$ cat config.mk
export PLATFORM = sky130hd
export DESIGN_NAME = tchi_match
export DESIGN_NICKNAME = d
export VERILOG_FILES = /design/src/rtl/core/tchi_pkg.sv /design/src/rtl/core/tchi_match.sv
export SDC_FILE = /design/constraint.sdc
export NUM_CORES = 1
export LEC_CHECK = 0
export BUFFER_PORTS_ARGS = -buffer_cell sky130_fd_sc_hd__clkbuf_2
export CORE_ASPECT_RATIO = 1.4
export CORE_MARGIN = 1.5
export CORE_UTILIZATION = 37
export DETAILED_ROUTE_END_ITERATION = 12
export GPL_TIMING_DRIVEN = 0
export PLACE_DENSITY = 0.95
export SYNTH_ARGS = -nofsm -noshare
export SYNTH_HDL_FRONTEND = slang
export SYNTH_SLANG_ARGS = --single-unit
$ cat constraint.sdc
create_clock -name vclk -period 0.8
set_input_delay 0.04 -clock vclk [all_inputs]
set_output_delay 0.04 -clock vclk [all_outputs]
set_load 0.005 [all_outputs]
$ cat src/rtl/core/tchi_pkg.sv
package tchi_pkg;
  localparam int NUM_CHUNKS        = 256;
  localparam int CHUNK_W           = $clog2(NUM_CHUNKS);
  localparam int SLOTS_PER_CHUNK   = 12;
  localparam int IDX_W             = 4;
  localparam int TAG_W             = 8;
  localparam int VAL_W             = 32;
  localparam int COUNT_W           = 12;
  localparam int MAX_MATCH_RESULTS = 63;
  localparam int MATCH_CNT_W       = 6;

  localparam logic [1:0] KIND_FIND = 2'd0;
  localparam logic [1:0] KIND_ADD  = 2'd1;
  localparam logic [1:0] KIND_SET  = 2'd2;

  typedef logic [SLOTS_PER_CHUNK-1:0] mask_t;

  // One chunk as stored: fill count and the tags of all its slots.
  typedef struct packed {
    logic [IDX_W-1:0]                            fill;
    logic [SLOTS_PER_CHUNK-1:0][TAG_W-1:0]       tags;
  } row_t;

  typedef struct packed {
    logic                          row_rd;
    logic                          row_wr;
    logic [CHUNK_W-1:0]            row_addr;
    row_t                          row_wdata;
    logic                          val_rd;
    logic                          val_wr;
    logic [CHUNK_W+IDX_W-1:0]      val_addr;
    logic [VAL_W-1:0]              val_wdata;
  } store_req_t;
endpackage

$ cat src/rtl/core/tchi_match.sv
module tchi_match (
  input  tchi_pkg::row_t                 row,
  input  logic [tchi_pkg::TAG_W-1:0]     tag,
  output tchi_pkg::mask_t                mask
);
  import tchi_pkg::*;

  always_comb begin
    for (int i = 0; i < SLOTS_PER_CHUNK; i++) begin
      mask[i] = (row.tags[i] == tag);
    end
  end
endmodule

==> run_results.csv, run 1 <==
group,metric,value,unit
die,die_w,49.6,µm
die,rows,23,
logic_synthesis,synth_top_cell_area_share,0.747,
outcome,error,"[ERROR DPL-0038] Utilization greater than 100%, impossible to legalize",
outcome,lastStage,"global routing (5_1_grt)",
logic_synthesis,synth_compound_area_frac,0,
logic_synthesis,synthDominantAreaCellType,"xnor2_1",
logic_synthesis,synthAdderAreaFrac,0,
logic_synthesis,synth-simple-area-share,0.173,
logic_synthesis,synth_cell_types,4,
clock_network,cts_setup_buffers,0,
die,die_h,68.3,µm
logic_synthesis,synth_warnings,0,
timing,worstEpCategory,"top-level output",
die,ioPinCount,120,
logic_synthesis,synthMuxAreaShare,0,
placed_design,hpwl,3230,µm
logic_synthesis,synth_top_family_by_area,"XOR/XNOR gates",
clock_network,postCtsHoldBufs,0,
logic_synthesis,synth_xor_area_frac,0.747,
timing,repair-timing-grt-worst-ep,"mask[10]",
logic_synthesis,netlist_instances,140,
logic_synthesis,avgSynthCellArea,8.04,µm²
outcome,status,"aborted with a tool error",
placed_design,gp_congestion,0.748,
logic_synthesis,synth-seq-area-share,0,
logic_synthesis,synth_top_cells_by_area,"xnor2_1, nand4_1, buf_6",
die,start_util,0.391,
global_routing,grt_max_degree,6,
logic_synthesis,synth_area,0.00113,mm²
placed_design,place_area,0.00175,mm²
logic_synthesis,synthesis.nets,248,
placed_design,io_buffer_count,116,
cell families after synthesis:
group | Yosys count
xor gates and xnor gates | 96
buffers and inverters | 8
and+or+nand+nor | 36
timing repair:
action / CTS
pin swaps: 57
gates cloned: 8
resized for setup: 113
setup endpoints to repair: 10
synth_stat cells:
library cell   n
nand4_1       24
nor2_1        12
buf_6          8
xnor2_1       96
metrics by stage:
| stage | std cells | setup TNS (ns) | setup WS, ns | utilization | hold WS [ns] |
|---|---|---|---|---|---|
| after floorplan | 140 | 0 | 0.225 | - | 0.215 |
| after global placement | 293 | -0.790 | -0.114 | 0.609 | 0.411 |
| after detailed placement | 293 | -1.09 | -0.145 | 0.609 | 0.416 |
| after CTS | 301 | -0.564 | -0.0727 | 0.938 | 0.425 |
==> run 2: changes to the inputs <==
--- a/config.mk
+++ b/config.mk
@@ -6,12 +6,11 @@
 export NUM_CORES = 1
 export LEC_CHECK = 0
 export BUFFER_PORTS_ARGS = -buffer_cell sky130_fd_sc_hd__clkbuf_2
-export CORE_ASPECT_RATIO = 1.4
-export CORE_MARGIN = 1.5
-export CORE_UTILIZATION = 37
+export CORE_AREA = 2 2 63 65
 export DETAILED_ROUTE_END_ITERATION = 12
+export DIE_AREA = 0 0 65 67
 export GPL_TIMING_DRIVEN = 0
-export PLACE_DENSITY = 0.95
+export PLACE_DENSITY_LB_ADDON = 0.15
 export SYNTH_ARGS = -nofsm -noshare
 export SYNTH_HDL_FRONTEND = slang
 export SYNTH_SLANG_ARGS = --single-unit
==> run 2 against run 1 <==
  * The flow now finishes, with violations (setup timing)
  * Synthesized area did not move
  * Synthesized cell count unchanged
==> run_results.csv, run 2 <==
group,metric,value,unit
outcome,status,"complete, but fails checks",
outcome,violations,"setup timing",
timing,min_period,0.942,ns
global_routing,track_usage,0.238,
die,die_w,65,µm
global_routing,grt-ovfl-total,0,
die,rows,22,
routing,ant_nets,0,
global_routing,grt_antenna_before_repair,0,
logic_synthesis,synth_commonest_cells,"xnor2_1, nand4_1, nor2_1",
cells_and_area,multi_input_area,0.00175,mm²
placed_design,io_buffer_count,116,
logic_synthesis,synthAdderAreaFrac,0,
worst_hold_path,hp-class,"primary input to output port",
cells_and_area,ff_latch_area,0,µm²
power_and_ir_drop,peakVddDrop,0.346,mV
cells_and_area,fin_nets,376,
global_routing,grt_pass1_wl,7730,µm
timing,tns,-0.685,ns
die,die_area,0.00436,mm²
logic_synthesis,synth_top_cells_by_area,"xnor2_1, nand4_1, buf_6",
power_and_ir_drop,powerDensity,599,mW/mm²
critical_path,cp.required,0.76,ns
logic_synthesis,synth_compound_area_frac,0,
logic_synthesis,netlist_instances,140,
timing,finalHoldViolCount,0,
run,drv_cap,0,
timing,period_share,1.18,
routing,vias,1559,
die,core_area,0.00361,mm²
logic_synthesis,synth_xor_area_frac,0.747,
logic_synthesis,avgSynthCellArea,8.04,µm²
critical_path,crit_start,"tag[3]",
global_routing,grt_max_degree,6,
die,ioPinCount,120,
logic_synthesis,synth-simple-area-share,0.173,
global_routing,grt_pass1_vias,1576,
logic_synthesis,synthDominantAreaCellType,"xnor2_1",
logic_synthesis,synth_area,0.00113,mm²
routing,drt_first_pass_iters,4,
cells_and_area,seq_cell_count,0,
cells_and_area,mostFrequentLayoutCell,"clkbuf_2",
cells_and_area,syn_to_final_growth,162,%
power_and_ir_drop,leakagePower,1.44,nW
logic_synthesis,synthesis.nets,248,
timing,hold_slack,0.447,ns
cells_and_area,layout-drive-gt1-share,0.805,
logic_synthesis,synthMuxAreaShare,0,
worst_hold_path,hold_start,"row[71]",
timing,drv_slew,0,
routing,first_iter_violations,56,
logic_synthesis,synth_top_cell_area_share,0.747,
critical_path,path_class,"primary input to output port",
critical_path,worst-path-max-fanout,5,
routing,wl_per_cell,18.7,µm
die,start_util,0.312,
critical_path,crit_arrival,0.90,ns
cells_and_area,layout_common_cells,"clkbuf_2, xnor2_2, nand4_1, xnor2_1, nor2_1",
routing,postRouteWirelength,5860,µm
timing,max-slew-margin-rel,0.880,
cells_and_area,fill_cells,211,
worst_hold_path,hold_depth,5,
global_routing,grt_use_met1,0.253,
logic_synthesis,synth_top_family_by_area,"XOR/XNOR gates",
logic_synthesis,synth-seq-area-share,0,
timing,timing.final.ws_setup,-0.142,ns
critical_path,cp-end-kind,"output port",
logic_synthesis,synth_warnings,0,
die,die_h,67,µm
cells_and_area,clock_buffers,0,
placed_design,hpwl,3070,µm
routing,drc_errors,0,
logic_synthesis,synth_cell_types,4,
cells_and_area,final_core_util,0.819,
timing,clock.fmax,1.06,GHz
placed_design,gp_congestion,0.765,
cells_and_area,fin_cells,314,
logic_synthesis,synth_most_common_cell,"xnor2_1",
global_routing,grt_use_met3,0.0270,
global_routing,busiest_layer,"met2",
timing,rsz0062_at_grt,"true",
routing,via_per_inst,4.96,
cells_and_area,n_antenna_cell,0,
global_routing,grtUsageMet2,0.509,
timing,tightest_slew,0.178,ns
placed_design,place_ws,-0.139,ns
placed_design,numPlacedInstances,304,
timing,setup_viol,10,
critical_path,start_kind,"primary input",
## run 2: cell counts after synthesis
No cell type changed its count.
## run 2: kinds of logic after synthesis
logic type / after synthesis
AND/OR/NAND/NOR: 36
XOR/XNOR: 96
buffers and inverters: 8
## run 2: per-layer routing
layer  up-vias  routed length, µm
li1        737                  -
met1       718               1920
met2        87               3390
met3        17                376
met4         0                176
met5         -                  0
## run 2: where the power goes
part / total, W / internal, W / switching [W]
clock network: 0 / 0 / 0
logic: 0.00177 / 0.00110 / 0.000673
registers: 0 / 0 / 0
total: 0.00177 / 0.00110 / 0.000673
## run 2: critical path: stages
cell and delay, ns:
clkbuf_16 0.14, buf_12 0.15, xnor2_1 0.19, nand4_1 0.13, nor2_1 0.12, clkbuf_2 0.13
## run 2: cell type report
type / instances / share of cell area
plain buffers: 8 / 0.0542
well taps: 48 / 0.0203
repair buffers: 126 / 0.333
multi-input cells: 132 / 0.592
## run 2: final timing paths
path | slack, ns | endpoint
min | 0.45 | mask[8]
max | -0.14 | mask[4]
## run 2: repair_timing
action                     in CTS  in global routing
hold buffers                    0                  0
pin swaps                      55                 37
gates resized for setup       111                 40
setup endpoints to repair      10                 12
gates cloned                    8                  0
buffers inserted                1                  1
## run 2: stage by stage
step           power [W]  instance area [µm²]
2_1_floorplan   0.000570                 1130
3_3_place_gp    0.000945                 1770
3_5_place_dp    0.000952                 1770
4_1_cts          0.00154                 2700
5_1_grt          0.00185                 2950
6_report         0.00177                 2950
No activity file was read; power rests on OpenSTA's default activity.
==> run 3: changes to the inputs <==
--- a/config.mk
+++ b/config.mk
@@ -6,9 +6,9 @@
 export NUM_CORES = 1
 export LEC_CHECK = 0
 export BUFFER_PORTS_ARGS = -buffer_cell sky130_fd_sc_hd__clkbuf_2
-export CORE_AREA = 2 2 63 65
+export CORE_AREA = 8 8 69 71
 export DETAILED_ROUTE_END_ITERATION = 12
-export DIE_AREA = 0 0 65 67
+export DIE_AREA = 0 0 77 79
 export GPL_TIMING_DRIVEN = 0
 export PLACE_DENSITY_LB_ADDON = 0.15
 export SYNTH_ARGS = -nofsm -noshare
==> run 3 against run 2 <==
  * The flow still finishes with violations (setup timing)
  * Global-route usage down 5.1 points
  * Die area up 40%
  * Non-clock buffer count unchanged
  * Critical path type unchanged
  * Worst setup slack better by 0.022 ns
  * Utilization down 3.9 points
==> run_results.csv, run 3 (same netlist as run 2, synthesis figures left out) <==
group,metric,value,unit
outcome,status,"complete, but fails checks",
outcome,violations,"setup timing",
critical_path,crit_path_cell_trace,"clkbuf_16, buf_16, xnor2_2, nand4_1, nor2_1, clkbuf_2",
timing,finalHoldViolCount,0,
routing,ant_nets,0,
routing,via_per_inst,4.72,
clock_network,postCtsHoldBufs,0,
cells_and_area,ff_latch_area,0,µm²
global_routing,grt_pass1_vias,1831,
timing,timing.final.ws_setup,-0.120,ns
die,ioPinCount,120,
die,die_h,79,µm
cells_and_area,clock_buffers,0,
die,rows,23,
cells_and_area,post-route-cell-area,0.00296,mm²
cells_and_area,n_antenna_cell,0,
worst_hold_path,hp-class,"primary input to output port",
routing,vias,1493,
timing,min_period,0.920,ns
cells_and_area,final_core_util,0.780,
critical_path,cp.required,0.76,ns
cells_and_area,mostFrequentLayoutCell,"clkbuf_2",
global_routing,track_usage,0.186,
routing,postRouteWirelength,5900,µm
timing,rsz0062_at_grt,"true",
routing,drc_errors,0,
run,drv_cap,0,
power_and_ir_drop,powerDensity,591,mW/mm²
placed_design,io_buffer_count,116,
timing,tightest_slew,0.143,ns
critical_path,cp_slowest_stage_delay,0.15,ns
global_routing,grt-ovfl-total,0,
cells_and_area,layout_common_cells,"clkbuf_2, xnor2_2, nand4_1, xnor2_1, nor2_1",
routing,first_iter_violations,36,
cells_and_area,fill_cells,246,
timing,setup_viol,10,
cells_and_area,multi_input_area,0.00176,mm²
timing,period_share,1.15,
critical_path,critPathBufInv,3,
critical_path,worst-path-max-fanout,5,
cells_and_area,fin_nets,376,
die,core_area,0.00380,mm²
critical_path,slowest_stage,"buf_16",
global_routing,grt_pass1_wl,9140,µm
die,die_area,0.00608,mm²
placed_design,place_ws,-0.123,ns
timing,drv_slew,0,
critical_path,crit_family,"buffers and inverters",
critical_path,cp-end-kind,"output port",
timing,tns,-0.567,ns
placed_design,place_area,0.00177,mm²
cells_and_area,seq_cell_count,0,
power_and_ir_drop,leakagePower,1.44,nW
die,start_util,0.296,
power_and_ir_drop,peakVddDrop,0.339,mV
placed_design,gp_congestion,0.676,
critical_path,path_class,"primary input to output port",
routing,drt_first_pass_iters,4,
global_routing,grt_antenna_before_repair,0,
timing,max-slew-margin-rel,0.904,
cells_and_area,layout-drive-gt1-share,0.812,
routing,wl_per_cell,18.7,µm
timing,clock.fmax,1.09,GHz
critical_path,start_kind,"primary input",
die,die_w,77,µm
placed_design,hpwl,3690,µm
cells_and_area,syn_to_final_growth,163,%
power_and_ir_drop,power.total,0.00175,W
global_routing,grt_max_degree,6,
critical_path,crit_arrival,0.88,ns
## run 3: changes by cell type in the layout (fill, tap and decap cells not counted)
cell,previous run,this run
buf_2,11,9
buf_4,0,2
buf_6,2,0
clkbuf_2,97,99
xnor2_1,16,14
xnor2_2,70,72
## run 3: worst min-delay path, cell delays in order
cell	delay, ns
clkbuf_2	0.08
xnor2_1	0.06
nand4_1	0.06
nor2_1	0.04
buf_2	0.11
## run 3: timing repair
| item | CTS | global route |
|---|---|---|
| pin swaps | 71 | 30 |
| endpoints found under the setup margin | 10 | 12 |
| setup buffers | 0 | 2 |
| gates resized for setup | 122 | 27 |
| cloned | 8 | 0 |
## run 3: per-layer routing
layer	GRT usage	share of wire	vias to the layer above
met1	0.187	0.34	685
met5	0	0	-
met4	0.0226	0.0093	0
met3	0.0429	0.065	5
li1	-	-	737
met2	0.387	0.58	66
## run 3: worst paths after layout
path | from | endpoint | slack [ns] | cells past startpoint
max | tag[2] | mask[0] | -0.12 | 6
min | row[62] | mask[7] | 0.44 | 5
## run 3: report_power, final
part,internal [W],switching (W),leakage [nW]
sequential,0,0,0
clock,0,0,0
combinational,0.00110,0.000655,1.44
total,0.00110,0.000655,1.44
## run 3: layout make-up
class,count,area share
Tap cell,50,0.0211
Timing Repair Buffer,126,0.329
Buffer,8,0.0541
Multi-Input combinational cell,132,0.595
## run 3: per-stage QoR
step	std cells	hold slack [ns]
6_report	316	0.440
5_1_grt	316	0.481
4_1_cts	314	0.423
3_5_place_dp	306	0.420
3_3_place_gp	306	0.421
2_1_floorplan	140	0.215
